### src/ar3d_pkg.sv
// Shared types, constants and the quarter-wave sine table of the 3D axis rotator.
// Depends on nothing; every other file of the block refers to it by scoped names.
package ar3d_pkg;

  localparam int KIND_W    = 2;
  localparam int ANGLE_W   = 9;
  localparam int COEF_W    = 8;
  localparam int OUT_W     = 32;
  localparam int TAB_IDX_W = 7;

  localparam logic [ANGLE_W-1:0] ANG_90  = 9'd90;
  localparam logic [ANGLE_W-1:0] ANG_180 = 9'd180;
  localparam logic [ANGLE_W-1:0] ANG_270 = 9'd270;
  localparam logic [ANGLE_W-1:0] ANG_360 = 9'd360;

  localparam logic signed [COEF_W-1:0] COEF_UNITY = 8'sd100;
  localparam logic signed [COEF_W-1:0] COEF_ZERO  = 8'sd0;

  typedef enum logic [KIND_W-1:0] {
    AXIS_X    = 2'd0,
    AXIS_Y    = 2'd1,
    AXIS_Z    = 2'd2,
    AXIS_NONE = 2'd3
  } axis_e;

  // Coefficient pair of one lane: result = ka * a + kb * b
  typedef struct packed {
    logic signed [COEF_W-1:0] ka;
    logic signed [COEF_W-1:0] kb;
  } coef_t;

  // round(100 * sin(d)) for d = 0 .. 90
  localparam logic [TAB_IDX_W-1:0] SIN_TAB [0:90] = '{
    7'd0,   7'd2,   7'd3,   7'd5,   7'd7,   7'd9,   7'd10,  7'd12,  7'd14,  7'd16,
    7'd17,  7'd19,  7'd21,  7'd22,  7'd24,  7'd26,  7'd28,  7'd29,  7'd31,  7'd33,
    7'd34,  7'd36,  7'd37,  7'd39,  7'd41,  7'd42,  7'd44,  7'd45,  7'd47,  7'd48,
    7'd50,  7'd52,  7'd53,  7'd54,  7'd56,  7'd57,  7'd59,  7'd60,  7'd62,  7'd63,
    7'd64,  7'd66,  7'd67,  7'd68,  7'd69,  7'd71,  7'd72,  7'd73,  7'd74,  7'd75,
    7'd77,  7'd78,  7'd79,  7'd80,  7'd81,  7'd82,  7'd83,  7'd84,  7'd85,  7'd86,
    7'd87,  7'd87,  7'd88,  7'd89,  7'd90,  7'd91,  7'd91,  7'd92,  7'd93,  7'd93,
    7'd94,  7'd95,  7'd95,  7'd96,  7'd96,  7'd97,  7'd97,  7'd97,  7'd98,  7'd98,
    7'd98,  7'd99,  7'd99,  7'd99,  7'd99,  7'd100, 7'd100, 7'd100, 7'd100, 7'd100,
    7'd100
  };

  // Angle already reduced to 0 .. 359; fold into the first quadrant
  function automatic logic signed [COEF_W-1:0] sin100(input logic [ANGLE_W-1:0] a);
    logic [ANGLE_W-1:0]   idx;
    logic                 neg;
    logic [COEF_W-1:0]    mag;
    priority if (a <= ANG_90) begin
      idx = a;
      neg = 1'b0;
    end else if (a <= ANG_180) begin
      idx = ANG_180 - a;
      neg = 1'b0;
    end else if (a <= ANG_270) begin
      idx = a - ANG_180;
      neg = 1'b1;
    end else begin
      idx = ANG_360 - a;
      neg = 1'b1;
    end
    mag = {1'b0, SIN_TAB[idx[TAB_IDX_W-1:0]]};
    return neg ? -$signed(mag) : $signed(mag);
  endfunction

endpackage

### src/ar3d_lane.sv
// One multiply lane of the 3D axis rotator: two registered products and their sum.
// Depends on ar3d_pkg for the coefficient pair type.
module ar3d_lane #(
  parameter int COMP_WIDTH = 24
) (
  input  logic                                       clk_i,
  input  logic                                       en_i,
  input  logic signed [COMP_WIDTH-1:0]               a_i,
  input  logic signed [COMP_WIDTH-1:0]               b_i,
  input  ar3d_pkg::coef_t                            coef_i,
  output logic signed [COMP_WIDTH+ar3d_pkg::COEF_W:0] sum_o
);

  localparam int PW = COMP_WIDTH + ar3d_pkg::COEF_W;
  localparam int SW = PW + 1;

  logic signed [PW-1:0] pa_d, pb_d, pa_q, pb_q;

  assign pa_d = a_i * $signed(coef_i.ka);
  assign pb_d = b_i * $signed(coef_i.kb);

  always_ff @(posedge clk_i) begin
    if (en_i) begin
      pa_q <= pa_d;
      pb_q <= pb_d;
    end
  end

  assign sum_o = SW'(pa_q) + SW'(pb_q);

endmodule

### src/ar3d_merge.sv
// Merging stage of the 3D axis rotator: saturate the three lane sums and hold the result.
// Depends on ar3d_pkg for widths.
module ar3d_merge #(
  parameter int COMP_WIDTH = 24
) (
  input  logic                                        clk_i,
  input  logic                                        rst_ni,
  input  logic                                        en_i,
  input  logic                                        valid_i,
  input  logic signed [COMP_WIDTH+ar3d_pkg::COEF_W:0] sum_x_i,
  input  logic signed [COMP_WIDTH+ar3d_pkg::COEF_W:0] sum_y_i,
  input  logic signed [COMP_WIDTH+ar3d_pkg::COEF_W:0] sum_z_i,
  output logic                                        valid_o,
  output logic signed [ar3d_pkg::OUT_W-1:0]           x_o,
  output logic signed [ar3d_pkg::OUT_W-1:0]           y_o,
  output logic signed [ar3d_pkg::OUT_W-1:0]           z_o
);

  localparam int SW = COMP_WIDTH + ar3d_pkg::COEF_W + 1;
  localparam int EW = (SW > ar3d_pkg::OUT_W) ? SW : ar3d_pkg::OUT_W + 1;
  localparam logic signed [EW-1:0] SAT_MAX = EW'(2147483647);
  localparam logic signed [EW-1:0] SAT_MIN = EW'(-2147483647 - 1);

  function automatic logic signed [ar3d_pkg::OUT_W-1:0] sat(input logic signed [SW-1:0] v);
    logic signed [EW-1:0] e;
    e = EW'(v);
    if (e > SAT_MAX) begin
      e = SAT_MAX;
    end else if (e < SAT_MIN) begin
      e = SAT_MIN;
    end
    return $signed(e[ar3d_pkg::OUT_W-1:0]);
  endfunction

  logic valid_q;
  logic signed [ar3d_pkg::OUT_W-1:0] x_q, y_q, z_q;

  always_ff @(posedge clk_i or negedge rst_ni) begin
    if (!rst_ni) begin
      valid_q <= 1'b0;
    end else if (en_i) begin
      valid_q <= valid_i;
    end
  end

  always_ff @(posedge clk_i) begin
    if (en_i && valid_i) begin
      x_q <= sat(sum_x_i);
      y_q <= sat(sum_y_i);
      z_q <= sat(sum_z_i);
    end
  end

  assign valid_o = valid_q;
  assign x_o     = x_q;
  assign y_o     = y_q;
  assign z_o     = z_q;

endmodule

### src/axis_rotation_3d.sv
// Top level of the 3D axis rotator: angle folding, operand steering, three lanes, merge.
// Depends on ar3d_pkg, ar3d_lane and ar3d_merge.
//
//   channel | direction | handshake              | payload
//   --------+-----------+------------------------+------------------------------------
//   in      | input     | in_valid_i / in_stall_o | kind_i angle_deg_i x_in_i y_in_i z_in_i
//   out     | output    | out_valid_o / out_stall_i | x_out_o y_out_o z_out_o
//
// One item enters per cycle while in_stall_o is low and passes three registers in turn: decode
// and steering register, product register in each lane, saturated output register.
// Every stage holds its item only while the stage after it is full and held,
// so a waiting result never blocks the stages behind it from filling.
// Reset (rst_ni low, asynchronous) empties all three stages; payload keeps no reset.
// A stall at the output backs up stage by stage; nothing is dropped or repeated.
module axis_rotation_3d #(
  parameter int COMP_WIDTH = 24
) (
  input  logic                                clk_i,
  input  logic                                rst_ni,
  input  logic                                in_valid_i,
  output logic                                in_stall_o,
  input  logic [ar3d_pkg::KIND_W-1:0]         kind_i,
  input  logic [ar3d_pkg::ANGLE_W-1:0]        angle_deg_i,
  input  logic signed [COMP_WIDTH-1:0]        x_in_i,
  input  logic signed [COMP_WIDTH-1:0]        y_in_i,
  input  logic signed [COMP_WIDTH-1:0]        z_in_i,
  output logic                                out_valid_o,
  input  logic                                out_stall_i,
  output logic signed [ar3d_pkg::OUT_W-1:0]   x_out_o,
  output logic signed [ar3d_pkg::OUT_W-1:0]   y_out_o,
  output logic signed [ar3d_pkg::OUT_W-1:0]   z_out_o
);

  localparam int NLANES = 3;
  localparam int SW     = COMP_WIDTH + ar3d_pkg::COEF_W + 1;

  // Stage enables: a stage loads when it is empty or its successor moves on
  logic en1, en2, en3;
  logic v1_q, v2_q;

  assign en3        = !out_valid_o || !out_stall_i;
  assign en2        = !v2_q || en3;
  assign en1        = !v1_q || en2;
  assign in_stall_o = !en1;

  // Angle folding: reduce to 0 .. 359, then cosine as sine shifted a quarter turn
  logic [ar3d_pkg::ANGLE_W-1:0]        ang_red, cos_arg;
  logic signed [ar3d_pkg::COEF_W-1:0]  s, c, ns;

  logic signed [COMP_WIDTH-1:0] opa_d [NLANES];
  logic signed [COMP_WIDTH-1:0] opb_d [NLANES];
  ar3d_pkg::coef_t              coef_d [NLANES];
  logic signed [COMP_WIDTH-1:0] opa_q [NLANES];
  logic signed [COMP_WIDTH-1:0] opb_q [NLANES];
  ar3d_pkg::coef_t              coef_q [NLANES];

  always_comb begin
    ang_red = (angle_deg_i >= ar3d_pkg::ANG_360) ? angle_deg_i - ar3d_pkg::ANG_360
                                                  : angle_deg_i;
    cos_arg = ang_red + ar3d_pkg::ANG_90;
    if (cos_arg >= ar3d_pkg::ANG_360) begin
      cos_arg = cos_arg - ar3d_pkg::ANG_360;
    end
    s  = ar3d_pkg::sin100(ang_red);
    c  = ar3d_pkg::sin100(cos_arg);
    ns = -s;
  end

  // Steer operands: each lane keeps its own component as a and picks the
  // partner component as b; the kept axis scales by 100 with b unused.
  always_comb begin
    opa_d[0] = x_in_i;
    opa_d[1] = y_in_i;
    opa_d[2] = z_in_i;
    opb_d[0] = x_in_i;
    opb_d[1] = y_in_i;
    opb_d[2] = z_in_i;
    for (int i = 0; i < NLANES; i++) begin
      coef_d[i] = '{ka: ar3d_pkg::COEF_UNITY, kb: ar3d_pkg::COEF_ZERO};
    end
    unique case (ar3d_pkg::axis_e'(kind_i))
      ar3d_pkg::AXIS_X: begin
        opb_d[1]  = z_in_i;
        coef_d[1] = '{ka: c, kb: ns};
        opb_d[2]  = y_in_i;
        coef_d[2] = '{ka: c, kb: s};
      end
      ar3d_pkg::AXIS_Y: begin
        opb_d[0]  = z_in_i;
        coef_d[0] = '{ka: c, kb: s};
        opb_d[2]  = x_in_i;
        coef_d[2] = '{ka: c, kb: ns};
      end
      ar3d_pkg::AXIS_Z: begin
        opb_d[0]  = y_in_i;
        coef_d[0] = '{ka: c, kb: ns};
        opb_d[1]  = x_in_i;
        coef_d[1] = '{ka: c, kb: s};
      end
      ar3d_pkg::AXIS_NONE: begin
        // no rotation: every lane scales its own component
      end
    endcase
  end

  always_ff @(posedge clk_i or negedge rst_ni) begin
    if (!rst_ni) begin
      v1_q <= 1'b0;
      v2_q <= 1'b0;
    end else begin
      if (en1) begin
        v1_q <= in_valid_i;
      end
      if (en2) begin
        v2_q <= v1_q;
      end
    end
  end

  always_ff @(posedge clk_i) begin
    if (en1) begin
      opa_q  <= opa_d;
      opb_q  <= opb_d;
      coef_q <= coef_d;
    end
  end

  // Lanes: one per output component
  logic signed [SW-1:0] sum [NLANES];

  for (genvar g = 0; g < NLANES; g++) begin : g_lane
    ar3d_lane #(
      .COMP_WIDTH(COMP_WIDTH)
    ) u_lane (
      .clk_i (clk_i),
      .en_i  (en2),
      .a_i   (opa_q[g]),
      .b_i   (opb_q[g]),
      .coef_i(coef_q[g]),
      .sum_o (sum[g])
    );
  end

  // Merge: saturate and hold the result until it is taken
  ar3d_merge #(
    .COMP_WIDTH(COMP_WIDTH)
  ) u_merge (
    .clk_i  (clk_i),
    .rst_ni (rst_ni),
    .en_i   (en3),
    .valid_i(v2_q),
    .sum_x_i(sum[0]),
    .sum_y_i(sum[1]),
    .sum_z_i(sum[2]),
    .valid_o(out_valid_o),
    .x_o    (x_out_o),
    .y_o    (y_out_o),
    .z_o    (z_out_o)
  );

endmodule

### config.mk
export PLATFORM = sky130hd
export DESIGN_NAME = axis_rotation_3d
export DESIGN_NICKNAME = d
export VERILOG_FILES = /design/src/ar3d_pkg.sv /design/src/ar3d_lane.sv /design/src/ar3d_merge.sv /design/src/axis_rotation_3d.sv
export SDC_FILE = /design/constraint.sdc
export NUM_CORES = 2
export LEC_CHECK = 0
export BUFFER_PORTS_ARGS = -buffer_cell sky130_fd_sc_hd__buf_2
export CAP_MARGIN = 20
export CORE_UTILIZATION = 34
export CTS_BUF_LIST = sky130_fd_sc_hd__clkbuf_4 sky130_fd_sc_hd__clkbuf_8
export CTS_CLUSTER_SIZE = 16
export DETAILED_ROUTE_END_ITERATION = 7
export GPL_TIMING_DRIVEN = 0
export PLACE_DENSITY = 0.56
export SETUP_SLACK_MARGIN = 0.15
export SYNTH_ARGS = -nofsm -noshare
export SYNTH_HDL_FRONTEND = slang
export SYNTH_HIERARCHICAL = 1
export SYNTH_SLANG_ARGS = --single-unit
### constraint.sdc
create_clock -name clk_i -period 13.1 [get_ports clk_i]
set_input_delay 1.965 -clock clk_i [delete_from_list [all_inputs] [get_ports clk_i]]
set_output_delay 1.965 -clock clk_i [all_outputs]
set_load 0.01 [all_outputs]
==> results.ini <==
[status]
status = completed

[sta]
slew_violations = 0
hold_viol = 0
min_period_ns = 10.57
relSlewSlack = 0.298
rsz0062_at_grt = false
fmax_mhz = 94.6
fin_crit_sh = 0.807
finalSetupViolCount = 0
timing.hold.ws_ns = 0.477
fin_skew_ns = 0.109
tightestPinTransition_ns = 1.04

[placed_design]
gp_congestion = 0.943
port_buffers = 180
dp_cells = 10135
dpl.hpwl_um = 165000

[synthesis]
synth.top_cell.area_share = 0.267
ys_top_cells_by_area = fa_1 27%, edfxtp_1 21%, ha_1 9.2%, and2_1 8.3%, inv_1 7.4%
synthCells = 7282
synth_top_area_cell = fa_1
yosysSeqAreaShare = 0.212
ys_ff_latch = 483
yosys_warnings = 6
synth_edf_count = 480
synth.cell_area_um2 = 68200
synthArstFlopShare = 0.00621
yosysUniqueCellTypes = 118
yosysMostFrequentCell = inv_1
syn_nets = 8781
syn_avg_cell_area_um2 = 9.37
synth_ff_type = edfxtp_1
netlist_top_cells_count = 1347 x inv_1, 909 x fa_1, 907 x and2_1, 503 x ha_1, 481 x nand2_1

[worst_setup_path]
crit_arrival_ns = 11.03
critPathSlowestCell = mux2i_1
end_kind = register
cpMostUsedCell = ha_1
slowest_delay_ns = 0.86
cp_max_fo = 12
cp_num_buf_inv = 8
critPathKind = in2reg
cp_top_family = compound AO/OA/AOI/OAI gates
cp.required_ns = 13.56
cp-start-kind = input pin

[clock_tree]
cts_resized = 0
clk_latency_ns = 0.86
post-cts-setup-buffers = 0
cts_max_path_buffers = 3
clock-root-buffer = clkbuf_8
cts_buffers = 89
tritoncts = done
htreeDepth = 3
cts_sinks = 483
ctsHoldBuffers = 0
clkTransAtPathRegs_ns = 0.06

[global_route]
grt_pass1_vias = 53223
grt-ovfl-total = 0
grtUsageTotal = 0.199
grt_pass1_wl_um = 313000
antenna_found_initial = 36
grt_max_degree = 65

[job]
max-cap-violations = 0

[cells_and_area]
final_layout_size_suffix_gt1_frac = 0.0632
final_util = 0.375
fillers = 20331
nets = 9069
area_delta_synth_final_pct = 9.68
layout.cells.non_filler = 10328

[die]
die-area_um2 = 202000
initial_utilization = 0.342
ios = 185
die_y_um = 450
rows = 164
core_um2 = 199000
die_x_um = 450

[detailed_routing]
drc = 0
via_per_inst = 5.03
num_vias = 51947
first_pass_iters = 6
ant_nets = 0
detail_route.wl_per_cell_um = 19.4
drtIter0Drc = 3728
finalWirelength_um = 201000

[hold_path]
worstHoldPathType = reg2reg

[path summary, 6_finish.rpt]
kind | startpoint | end | slack, ns | cells after the start
worst max register to register | coef_q[39] | g_lane[0].u_lane/pb_q[28] | 6.74 | 17
worst max-delay path | angle_deg_i[3] | coef_q[10] | 2.53 | 32
worst min-delay path | v1_q | v2_q | 0.48 | 1
max in group asynchronous | rst_ni | v1_q | 12.05 | 1
worst min register to register | v1_q | v2_q | 0.48 | 1
min in group asynchronous | rst_ni | v2_q | 0.94 | 1
[per-stage QoR]
step | worst slack (ns) | setup TNS [ns] | area (um2)
2_1_floorplan | 2.53 | 0 | 68200
3_3_place_gp | -2.16 | -27.87 | 72400
3_5_place_dp | 1.74 | 0 | 72800
4_1_cts | 2.64 | 0 | 74700
5_1_grt | 1.83 | 0 | 74800
6_report | 2.53 | 0 | 74800
[cell families (layout without fill, tap and decap cells)]
kind of cell / Yosys count / after routing / synth area share
AOI/OAI and AO/OA: 1279 / 1279 / 0.128
xor gates and xnor gates: 287 / 287 / 0.0370
adders and majority gates: 1412 / 1412 / 0.359
buffers and inverters: 1608 / 1970 / 0.0906
DFF: 483 / 483 / 0.212
muxes: 35 / 35 / 0.00569
other: 0 / 28 / 0
and+or+nand+nor: 2178 / 2178 / 0.167
[sequential cells by signal, indices dropped and copies added, names as in the netlist]
| signal | cells |
|---|---|
| u_merge/valid_o | 1 |
| u_merge/z_o | 32 |
| opa_q | 72 |
| u_merge/x_o | 32 |
| u_merge/y_o | 32 |
| g_lane.u_lane/pa_q | 96 |
| opb_q | 72 |
| g_lane.u_lane/pb_q | 96 |
| v1_q | 1 |
| coef_q | 48 |
| v2_q | 1 |
[area by class of cell]
| class | count | area, um2 | area share |
|---|---|---|---|
| multi-input combinational | 5191 | 47600 | 0.636 |
| sequential | 483 | 14500 | 0.194 |
| inverter | 1353 | 5080 | 0.0679 |
| tap | 2656 | 3320 | 0.0444 |
| clock buffer | 106 | 1350 | 0.0181 |
| timing repair buffer | 197 | 1220 | 0.0163 |
| buffer | 255 | 1100 | 0.0148 |
| clock inverter | 59 | 626 | 0.00836 |
| antenna | 28 | 70.1 | 0.000937 |
[metal layers]
layer	up-vias	track usage	share of wire
met5	-	0	0
met4	0	0.0947	0.044
met3	313	0.0294	0.055
met2	1456	0.319	0.47
met1	25880	0.262	0.43
li1	24298	-	-
[worst reg2reg max path, delay by kind of cell, from the launching register on]
family | cells | cell delay (ns)
adder cells (fa/ha/maj) | 5 | 2.52
buffers and inverters | 4 | 0.74
flip-flops | 1 | 0.46
multiplexers | 1 | 0.15
AO/OA/AOI/OAI | 5 | 1.71
AND/OR/NAND/NOR | 2 | 0.50
[placed cells by master (no fill, tap or decap), drive strengths merged, types with 15 or more instances in the layout]
cell type,count
clkinv,42
nor3,71
and2,909
a2111oi,18
nand2,481
nor2,403
nor4,15
a211o,24
a31oi,45
inv,1357
xnor2,209
mux2i,26
o31ai,20
a21oi,292
a21o,162
ha,503
clkbuf,308
nor2b,39
edfxtp,480
nand2b,48
a221oi,17
o21bai,34
nand3,69
fa,909
buf,250
o211ai,44
nand4,34
and3,30
xor2,78
a211oi,44
o21ai,278
o21a,46
diode,28
a22oi,77
or3,19
Power is left out: the tool's default activity adds up to more than one toggle a clock period on the data nets, which glitch-free logic cannot reach.
